### src/rtl/ksd_pkg.sv
// ----------------------------------------------------------------------------
// Key sequence detector package
// Shared constants, payload and command types for the key sequence detector.
// ----------------------------------------------------------------------------
`default_nettype none

package ksd_pkg;

   localparam int KSD_LOG_DEPTH    = 10;
   localparam int KSD_MAX_PATTERNS = 16;
   localparam int KSD_CODE_BITS    = 9;

   localparam int KSD_ADDR_BITS = 3;

   localparam logic [2:0] OP_LOG_KEY   = 3'd0;
   localparam logic [2:0] OP_CHECK     = 3'd1;
   localparam logic [2:0] OP_WRITE_ELT = 3'd2;
   localparam logic [2:0] OP_WRITE_HDR = 3'd3;
   localparam logic [2:0] OP_EMPTY_LOG = 3'd4;

   localparam logic REG_DEVELOPER_MODE = 1'b0;
   localparam logic REG_PATTERN_COUNT  = 1'b1;

   typedef struct packed {
      logic [2:0] operation;
      logic [8:0] key_code;
      logic [3:0] pattern_index;
      logic [3:0] element_index;
      logic [3:0] code_length;
      logic       dev_only;
   } req_type;

   typedef struct packed {
      logic       matched;
      logic [3:0] match_index;
   } rsp_type;

   typedef struct packed {
      logic log_push;
      logic log_clear;
      logic elem_we;
      logic hdr_we;
      logic rd_en;
   } cmd_type;

   typedef enum logic {
      ST_IDLE,
      ST_SCAN
   } state_type;

endpackage

`default_nettype wire

### src/rtl/ksd_csr.sv
// ----------------------------------------------------------------------------
// Key sequence detector register file
// Holds the developer mode flag and the number of table sequences in use.
// ----------------------------------------------------------------------------
`default_nettype none

module ksd_csr
   import ksd_pkg::*;
#(
   parameter int MAX_PATTERNS = KSD_MAX_PATTERNS
) (
   input  wire logic                     clock,
   input  wire logic                     reset,
   input  wire logic                     psel,
   input  wire logic                     penable,
   input  wire logic                     pwrite,
   input  wire logic [KSD_ADDR_BITS-1:0] paddr,
   input  wire logic [31:0]              pwdata,
   output logic [31:0]                   prdata,
   output logic                          pready,
   output logic                          developer_mode,
   output logic [4:0]                    pattern_count
);

   logic       dev_mode_ff;
   logic       dev_mode_in;
   logic [4:0] count_ff;
   logic [4:0] count_in;
   logic       wr_en;

   assign pready = 1'b1;
   assign wr_en  = psel && penable && pwrite;

   always_comb begin
      dev_mode_in = dev_mode_ff;
      count_in    = count_ff;
      if (wr_en) begin
         case (paddr[2])
            REG_DEVELOPER_MODE: begin
               dev_mode_in = pwdata[0];
            end
            REG_PATTERN_COUNT: begin
               if (32'(pwdata[4:0]) > 32'(MAX_PATTERNS)) begin
                  count_in = 5'(MAX_PATTERNS);
               end else begin
                  count_in = pwdata[4:0];
               end
            end
            default: begin
               count_in = count_ff;
            end
         endcase
      end
   end

   always_ff @(posedge clock) begin
      if (reset) begin
         dev_mode_ff <= 1'b0;
         count_ff    <= 5'd0;
      end else begin
         dev_mode_ff <= dev_mode_in;
         count_ff    <= count_in;
      end
   end

   always_comb begin
      case (paddr[2])
         REG_DEVELOPER_MODE: prdata = {31'd0, dev_mode_ff};
         REG_PATTERN_COUNT:  prdata = {27'd0, count_ff};
         default:            prdata = 32'd0;
      endcase
   end

   assign developer_mode = dev_mode_ff;
   assign pattern_count  = count_ff;

endmodule

`default_nettype wire

### src/rtl/ksd_dp.sv
// ----------------------------------------------------------------------------
// Key sequence detector datapath
// Key log shift register, sequence table memories and the sequence compare.
// ----------------------------------------------------------------------------
`default_nettype none

module ksd_dp
   import ksd_pkg::*;
#(
   parameter int LOG_DEPTH    = KSD_LOG_DEPTH,
   parameter int MAX_PATTERNS = KSD_MAX_PATTERNS,
   parameter int CODE_BITS    = KSD_CODE_BITS,
   localparam int AW = (MAX_PATTERNS > 1) ? $clog2(MAX_PATTERNS) : 1
) (
   input  wire logic          clock,
   input  wire logic          reset,
   input  wire cmd_type       cmd,
   input  wire req_type       req,
   input  wire logic          developer_mode,
   input  wire logic [AW-1:0] rd_addr,
   output logic               hit,
   output logic [AW-1:0]      hit_addr
);

   localparam int LW = (LOG_DEPTH > 1) ? $clog2(LOG_DEPTH) : 1;
   localparam int FW = $clog2(LOG_DEPTH + 1);

   logic [CODE_BITS-1:0]                 log_ff [LOG_DEPTH];
   logic [FW-1:0]                        fill_ff;
   logic [FW-1:0]                        fill_in;
   logic [LOG_DEPTH-1:0][CODE_BITS-1:0]  code_mem_ff [MAX_PATTERNS];
   logic [4:0]                           hdr_mem_ff [MAX_PATTERNS];
   logic [LOG_DEPTH-1:0][CODE_BITS-1:0]  row_ff;
   logic [3:0]                           len_ff;
   logic                                 restr_ff;
   logic [AW-1:0]                        addr_ff;

   logic [CODE_BITS+8:0] code_ext;
   logic [CODE_BITS-1:0] code;
   logic [AW+3:0]        pidx_ext;
   logic [AW-1:0]        pidx;
   logic [LW+3:0]        eidx_ext;
   logic [LW-1:0]        eidx;
   logic                 pidx_ok;
   logic                 eidx_ok;

   assign code_ext = {{CODE_BITS{1'b0}}, req.key_code};
   assign code     = code_ext[CODE_BITS-1:0];
   assign pidx_ext = {{AW{1'b0}}, req.pattern_index};
   assign pidx     = pidx_ext[AW-1:0];
   assign eidx_ext = {{LW{1'b0}}, req.element_index};
   assign eidx     = eidx_ext[LW-1:0];
   assign pidx_ok  = 32'(req.pattern_index) < 32'(MAX_PATTERNS);
   assign eidx_ok  = 32'(req.element_index) < 32'(LOG_DEPTH);

   always_ff @(posedge clock) begin
      if (cmd.log_push) begin
         log_ff[0] <= code;
         for (int i = 1; i < LOG_DEPTH; i++) begin
            log_ff[i] <= log_ff[i-1];
         end
      end
   end

   always_comb begin
      fill_in = fill_ff;
      if (cmd.log_clear) begin
         fill_in = '0;
      end else if (cmd.log_push && (32'(fill_ff) < 32'(LOG_DEPTH))) begin
         fill_in = fill_ff + 1'b1;
      end
   end

   always_ff @(posedge clock) begin
      if (reset) begin
         fill_ff <= '0;
      end else begin
         fill_ff <= fill_in;
      end
   end

   always_ff @(posedge clock) begin
      if (cmd.elem_we && pidx_ok && eidx_ok) begin
         code_mem_ff[pidx][eidx] <= code;
      end
      if (cmd.hdr_we && pidx_ok) begin
         hdr_mem_ff[pidx] <= {req.dev_only, req.code_length};
      end
      if (cmd.rd_en) begin
         row_ff                <= code_mem_ff[rd_addr];
         {restr_ff, len_ff}    <= hdr_mem_ff[rd_addr];
         addr_ff               <= rd_addr;
      end
   end

   always_comb begin
      int   j;
      logic all_eq;
      all_eq = 1'b1;
      j      = 0;
      for (int k = 0; k < LOG_DEPTH; k++) begin
         j = int'(len_ff) - 1 - k;
         if (k < int'(len_ff)) begin
            if (row_ff[k] != log_ff[j[LW-1:0]]) begin
               all_eq = 1'b0;
            end
         end
      end
      hit = all_eq && (32'(len_ff) <= 32'(fill_ff)) && (!restr_ff || developer_mode);
   end

   assign hit_addr = addr_ff;

endmodule

`default_nettype wire

### src/rtl/ksd_ctrl.sv
// ----------------------------------------------------------------------------
// Key sequence detector controller
// Decodes operations, steps through the sequence table and drives the result.
// ----------------------------------------------------------------------------
`default_nettype none

module ksd_ctrl
   import ksd_pkg::*;
#(
   parameter int MAX_PATTERNS = KSD_MAX_PATTERNS,
   localparam int AW = (MAX_PATTERNS > 1) ? $clog2(MAX_PATTERNS) : 1
) (
   input  wire logic          clock,
   input  wire logic          reset,
   input  wire logic          start,
   input  wire logic [2:0]    operation,
   input  wire logic [4:0]    pattern_count,
   input  wire logic          hit,
   input  wire logic [AW-1:0] hit_addr,
   output logic               busy,
   output cmd_type            cmd,
   output logic [AW-1:0]      rd_addr,
   output logic               rsp_strobe,
   output rsp_type            rsp
);

   localparam int PW = $clog2(MAX_PATTERNS + 1);

   state_type     state_ff;
   state_type     state_in;
   logic [PW-1:0] ptr_ff;
   logic [PW-1:0] ptr_in;
   logic          pending_ff;
   logic          strobe_ff;
   logic          strobe_in;
   rsp_type       rsp_ff;
   rsp_type       rsp_in;

   logic          accept;
   logic          more;
   logic          hit_valid;
   logic          scan_done;
   logic [AW+3:0] idx_ext;

   assign accept    = start && (state_ff == ST_IDLE);
   assign more      = 32'(ptr_ff) < 32'(pattern_count);
   assign hit_valid = (state_ff == ST_SCAN) && pending_ff && hit;
   assign scan_done = (state_ff == ST_SCAN) && !hit_valid && !more;
   assign idx_ext   = {4'd0, hit_addr};

   always_comb begin
      state_in = state_ff;
      case (state_ff)
         ST_IDLE: begin
            if (accept && (operation == OP_CHECK)) begin
               state_in = ST_SCAN;
            end
         end
         ST_SCAN: begin
            if (hit_valid || scan_done) begin
               state_in = ST_IDLE;
            end
         end
         default: begin
            state_in = ST_IDLE;
         end
      endcase
   end

   always_comb begin
      cmd           = '0;
      ptr_in        = ptr_ff;
      strobe_in     = 1'b0;
      rsp_in        = '0;
      case (state_ff)
         ST_IDLE: begin
            ptr_in        = '0;
            cmd.log_push  = accept && (operation == OP_LOG_KEY);
            cmd.log_clear = accept && (operation == OP_EMPTY_LOG);
            cmd.elem_we   = accept && (operation == OP_WRITE_ELT);
            cmd.hdr_we    = accept && (operation == OP_WRITE_HDR);
            strobe_in     = accept && (operation != OP_CHECK);
         end
         ST_SCAN: begin
            cmd.rd_en     = !hit_valid && more;
            cmd.log_clear = hit_valid;
            if (cmd.rd_en) begin
               ptr_in = ptr_ff + 1'b1;
            end
            strobe_in          = hit_valid || scan_done;
            rsp_in.matched     = hit_valid;
            rsp_in.match_index = hit_valid ? idx_ext[3:0] : 4'd0;
         end
         default: begin
            ptr_in = '0;
         end
      endcase
   end

   always_ff @(posedge clock) begin
      if (reset) begin
         state_ff   <= ST_IDLE;
         ptr_ff     <= '0;
         pending_ff <= 1'b0;
         strobe_ff  <= 1'b0;
      end else begin
         state_ff   <= state_in;
         ptr_ff     <= ptr_in;
         pending_ff <= cmd.rd_en;
         strobe_ff  <= strobe_in;
      end
   end

   always_ff @(posedge clock) begin
      rsp_ff <= rsp_in;
   end

   assign busy       = (state_ff != ST_IDLE);
   assign rd_addr    = ptr_ff[AW-1:0];
   assign rsp_strobe = strobe_ff;
   assign rsp        = rsp_ff;

   a_check_enters_scan: assert property (@(posedge clock) disable iff (reset)
      (accept && (operation == OP_CHECK)) |=> (state_ff == ST_SCAN))
      else $error("check item did not start a table scan");

   a_hit_reports: assert property (@(posedge clock) disable iff (reset)
      hit_valid |=> (strobe_ff && rsp_ff.matched && (state_ff == ST_IDLE)))
      else $error("match was not reported on the next cycle");

   a_matched_strobed: assert property (@(posedge clock) disable iff (reset)
      rsp_ff.matched |-> strobe_ff)
      else $error("matched result without strobe");

   a_writes_idle: assert property (@(posedge clock) disable iff (reset)
      (cmd.log_push || cmd.elem_we || cmd.hdr_we) |-> (state_ff == ST_IDLE))
      else $error("log or table write during a scan");

   a_ptr_bound: assert property (@(posedge clock) disable iff (reset)
      (state_ff == ST_SCAN) |-> (32'(ptr_ff) <= 32'(pattern_count)))
      else $error("scan pointer ran past the sequence count");

endmodule

`default_nettype wire

### src/rtl/key_sequence_detector_core.sv
// ----------------------------------------------------------------------------
// Key sequence detector core
// Key log, sequence table and first-match search with an APB register port.
// ----------------------------------------------------------------------------
// An item is taken when start is high and busy is low. Log, empty and table
// write items leave busy low, so one may follow every cycle, and each gives
// its result on rsp_strobe in the cycle after it is taken. A check item holds
// busy high while it scans the table sequences in use, stopping early when a
// sequence matches; the sequence table memory is read one sequence per cycle
// and each row is compared on the cycle after its read, and the result
// follows on rsp_strobe in the cycle after the scan ends. Results are shown for
// exactly one cycle and cannot be held off.
`default_nettype none

module key_sequence_detector_core
   import ksd_pkg::*;
#(
   parameter int LOG_DEPTH    = KSD_LOG_DEPTH,
   parameter int MAX_PATTERNS = KSD_MAX_PATTERNS,
   parameter int CODE_BITS    = KSD_CODE_BITS
) (
   input  wire logic                     clock,
   input  wire logic                     reset,
   input  wire logic                     start,
   output logic                          busy,
   input  wire req_type                  req_payload,
   output logic                          rsp_strobe,
   output rsp_type                       rsp_payload,
   input  wire logic                     psel,
   input  wire logic                     penable,
   input  wire logic                     pwrite,
   input  wire logic [KSD_ADDR_BITS-1:0] paddr,
   input  wire logic [31:0]              pwdata,
   output logic [31:0]                   prdata,
   output logic                          pready
);

   localparam int AW = (MAX_PATTERNS > 1) ? $clog2(MAX_PATTERNS) : 1;

   logic          developer_mode;
   logic [4:0]    pattern_count;
   cmd_type       cmd;
   logic [AW-1:0] rd_addr;
   logic          hit;
   logic [AW-1:0] hit_addr;

   ksd_csr #(
      .MAX_PATTERNS(MAX_PATTERNS)
   ) u_csr (
      .clock         (clock),
      .reset         (reset),
      .psel          (psel),
      .penable       (penable),
      .pwrite        (pwrite),
      .paddr         (paddr),
      .pwdata        (pwdata),
      .prdata        (prdata),
      .pready        (pready),
      .developer_mode(developer_mode),
      .pattern_count (pattern_count)
   );

   ksd_ctrl #(
      .MAX_PATTERNS(MAX_PATTERNS)
   ) u_ctrl (
      .clock        (clock),
      .reset        (reset),
      .start        (start),
      .operation    (req_payload.operation),
      .pattern_count(pattern_count),
      .hit          (hit),
      .hit_addr     (hit_addr),
      .busy         (busy),
      .cmd          (cmd),
      .rd_addr      (rd_addr),
      .rsp_strobe   (rsp_strobe),
      .rsp          (rsp_payload)
   );

   ksd_dp #(
      .LOG_DEPTH   (LOG_DEPTH),
      .MAX_PATTERNS(MAX_PATTERNS),
      .CODE_BITS   (CODE_BITS)
   ) u_dp (
      .clock         (clock),
      .reset         (reset),
      .cmd           (cmd),
      .req           (req_payload),
      .developer_mode(developer_mode),
      .rd_addr       (rd_addr),
      .hit           (hit),
      .hit_addr      (hit_addr)
   );

endmodule

`default_nettype wire

### config.mk
export PLATFORM = sky130hd
export DESIGN_NAME = key_sequence_detector_core
export DESIGN_NICKNAME = d
export VERILOG_FILES = /design/src/rtl/ksd_pkg.sv /design/src/rtl/ksd_csr.sv /design/src/rtl/ksd_dp.sv /design/src/rtl/ksd_ctrl.sv /design/src/rtl/key_sequence_detector_core.sv
export SDC_FILE = /design/constraint.sdc
export NUM_CORES = 2
export LEC_CHECK = 0
export ABC_CLOCK_PERIOD_IN_PS = 32000
export BUFFER_PORTS_ARGS = -buffer_cell sky130_fd_sc_hd__buf_2
export CAP_MARGIN = 30
export CORE_UTILIZATION = 50
export CTS_BUF_LIST = sky130_fd_sc_hd__clkbuf_8
export DETAILED_ROUTE_END_ITERATION = 8
export GPL_TIMING_DRIVEN = 0
export MAX_ROUTING_LAYER = met4
export PLACE_DENSITY = 0.74
export RECOVER_POWER = 50
export SLEW_MARGIN = 20
export SYNTH_ARGS = -nofsm -noshare
export SYNTH_HDL_FRONTEND = slang
export SYNTH_SLANG_ARGS = --single-unit
### constraint.sdc
create_clock -name clock -period 32 [get_ports clock]
set_clock_uncertainty 0.15 [all_clocks]
set_input_delay 6.4 -clock clock [delete_from_list [all_inputs] [get_ports clock]]
set_output_delay 6.4 -clock clock [all_outputs]
set_load 0.01 [all_outputs]
==> results_dict.tcl <==
set metrics [dict create \
    synth_edf_count 1709 \
    io_buffer_count 47 \
    hold_buffers 0 \
    root_buffer "clkbuf_8" \
    start_kind "input pin" \
    cp.arrival_ns 7.12 \
    syn_inst 3329 \
    track_usage_pct 26.0 \
    finalCoreUtilization_pct 56.6 \
    status "complete, but fails checks" \
    yosys.area.top_type "edfxtp_1" \
    gp_congestion 0.965 \
    via_count 36000 \
    htree_num_levels 5 \
    nets 3854 \
    area_delta_synth_final_pct 12.1 \
    synth_top_area_share_pct 72.6 \
    std_cell_rows 137 \
    hold_viol 0 \
    cts_setup_buffers 0 \
    final_common_cell "edfxtp_1" \
    insertion_delay_ns 1.02 \
    period_minus_slack_ns 13.67 \
    yosys_warnings 0 \
    synth.area.top_cells "edfxtp_1 73%, mux4_2 18%, mux2i_1 1.3%" \
    seq_area_frac_synth_pct 73.3 \
    synthArstFlopShare_pct 0 \
    ys.flop_type "edfxtp_1" \
    core_area_um2 140000 \
    crit_path_max_incr_delay_ns 0.36 \
    wirelength_um 177000 \
    cts_tree "done" \
    dieArea_um2 143000 \
    seq_area_um2 51800 \
    leakage_nw 24.5 \
    holdCritStartpoint "u_dp.hit_addr[1]" \
    grt_overflow 0 \
    grt_start_max_net_pins 113 \
    clock.fmax_mhz 73.2 \
    cts_max_path_buffers 4 \
    required_ns 25.45 \
    numCtsBuffers 287 \
    nFillCells 10200 \
    hold-worst-slack_ns 0.290 \
    mostFrequentLayoutCells "1709 x edfxtp_1, 556 x mux4_2, 293 x clkbuf_8, 214 x nor2_1, 150 x clkbuf_1" \
    startpoint "paddr[2]" \
    routed_via_density 6.15 \
    drt_first_iter_violations 4484 \
    drv_cap 18 \
    synth_area_um2 70700 \
    power_per_cell_area_nw_per_um2 54.3 \
    cts.sinks 1732 \
    antenna_left 0 \
    endpoint_kind "output pin" \
    cp_max_fo 8 \
    crit_type "input pin to output pin" \
    io_pins 106 \
    crit_slowest_cell "mux2_2" \
    fin_crit_sh_pct 42.7 \
    slew_violations 1476 \
    ir_worst_vdd_mv 0.0443 \
    violations "capacitance limit, slew limit" \
    cts_resized 0 \
    antenna_found_initial 9 \
    grt_pass1_vias 35700 \
    dr.pass1.iters 8 \
    synth.distinct_cells 66 \
    cp_cell_sequence "clkbuf_1 -> mux2_2 -> buf_2" \
    layout-drive-gt1-share_pct 28.0 \
    drc_errors 0 \
    tightest_slew_ns 5.21 \
    post_drt_wl_per_cell_um 30.3 \
    die_h_um 378 \
    hold_path.class "register to register" \
    die_x_um 378 \
    hpwl_um 120000 \
    clk_pin_slew_ns 0.06 \
    initial_utilization_pct 50.5 \
    rsz0062_at_grt "false" \
    ys_ff_latch 1732 \
    multi_input_comb_area_um2 17900 \
    postSynthAreaPerCell_um2 21.2 \
    tns_ns 0 \
    relSlewSlack_pct -248 \
    cp_top_family "multiplexers" \
    grt_pass1_wl_um 252000 \
    setup_viol 0 \
    cp_num_buf_inv 2 \
    r2r_start "u_dp.len_ff[0]" \
]
-- stage by stage --
step / instances / power (mW) / worst slack [ns] / area (um^2)
floorplan: 3355 / 2.56 / 15.22 / 70700
global placement: 5278 / 2.61 / 11.28 / 73300
detailed placement: 5331 / 2.62 / 18.32 / 74400
CTS: 5808 / 4.32 / 18.33 / 79300
global route: 5840 / 4.42 / 18.29 / 79200
finish: 5846 / 4.30 / 18.33 / 79200
-- report_power, final --
part	switching [mW]	internal (mW)	total, mW	leakage, nW
sequential	0.00327	2.50	2.50	15.5
combinational	0.0571	0.0160	0.0731	6.06
clock	0.842	0.884	1.73	2.87
total	0.903	3.40	4.30	24.5
-- final timing paths --
check | end | depth (start not counted) | slack (ns)
setup / recovery | prdata[0] | 3 | 18.33
hold / removal | u_ctrl.rsp[1] | 1 | 0.29
setup reg to reg | u_dp.row_ff[41] | 27 | 22.92
hold reg to reg | u_ctrl.rsp[1] | 1 | 0.29
-- layout make-up --
class	instances	area share, %
Buffer	216	1.31
Timing Repair Buffer	125	1.45
Tap cell	1876	2.96
Multi-Input combinational cell	1390	22.6
Inverter	17	0.0805
Clock buffer	293	5.09
Sequential cell	1732	65.4
Antenna cell	13	0.0411
Clock inverter	184	1.11
-- registers in the layout, summed over array words and instances, names as in the netlist --
signal	cells
u_csr.pattern_count	5
u_dp.row_ff	90
u_ctrl.rsp_strobe	1
u_dp.len_ff	4
u_ctrl.busy	1
u_dp.fill_ff	4
u_dp.log_ff	90
u_ctrl.rsp	5
u_ctrl.pending_ff	1
u_dp.hdr_mem_ff	80
u_dp.code_mem_ff	1440
u_ctrl.ptr_ff	5
u_dp.hit_addr	4
u_dp.restr_ff	1
u_csr.developer_mode	1
-- logic make-up (layout without fill, tap and decap cells) --
logic type | after synthesis | after routing | synth area share (%)
DFF | 1732 | 1732 | 73.3
muxes | 678 | 678 | 19.5
and+or+nand+nor | 416 | 416 | 2.73
buffers and inverters | 233 | 835 | 1.52
AOI/OAI and AO/OA | 156 | 156 | 1.38
xor gates and xnor gates | 93 | 93 | 1.20
adders and majority gates | 19 | 19 | 0.336
other | 2 | 41 | 0.0106
-- per-layer routing --
metal	up-vias	global-route usage, %	routed length, um
met3	317	6.49	19500
li1	14800	-	-
met1	18700	34.8	67500
met4	0	8.42	5720
met5	-	-	0
met2	2120	39.4	84600
-- cells in the mapped netlist (4+ instances only) --
library cell,n
nor2_1,218
nand2_1,51
ha_1,19
nand3_1,22
a211oi_1,23
xor2_1,36
xnor2_1,53
buf_1,21
dfxtp_1,23
buf_4,31
nor3_1,16
or4_1,11
nor4_1,9
buf_2,24
nor2b_1,32
mux2i_1,92
a21oi_1,52
mux2_2,28
nor3b_1,7
and2_1,14
nand4_1,15
o21ai_0,31
nand2b_1,6
mux4_2,556
buf_6,7
inv_1,14
o211ai_1,11
o21ai_1,4
clkbuf_1,133
edfxtp_1,1709
(Power assumes the default switching activity.)
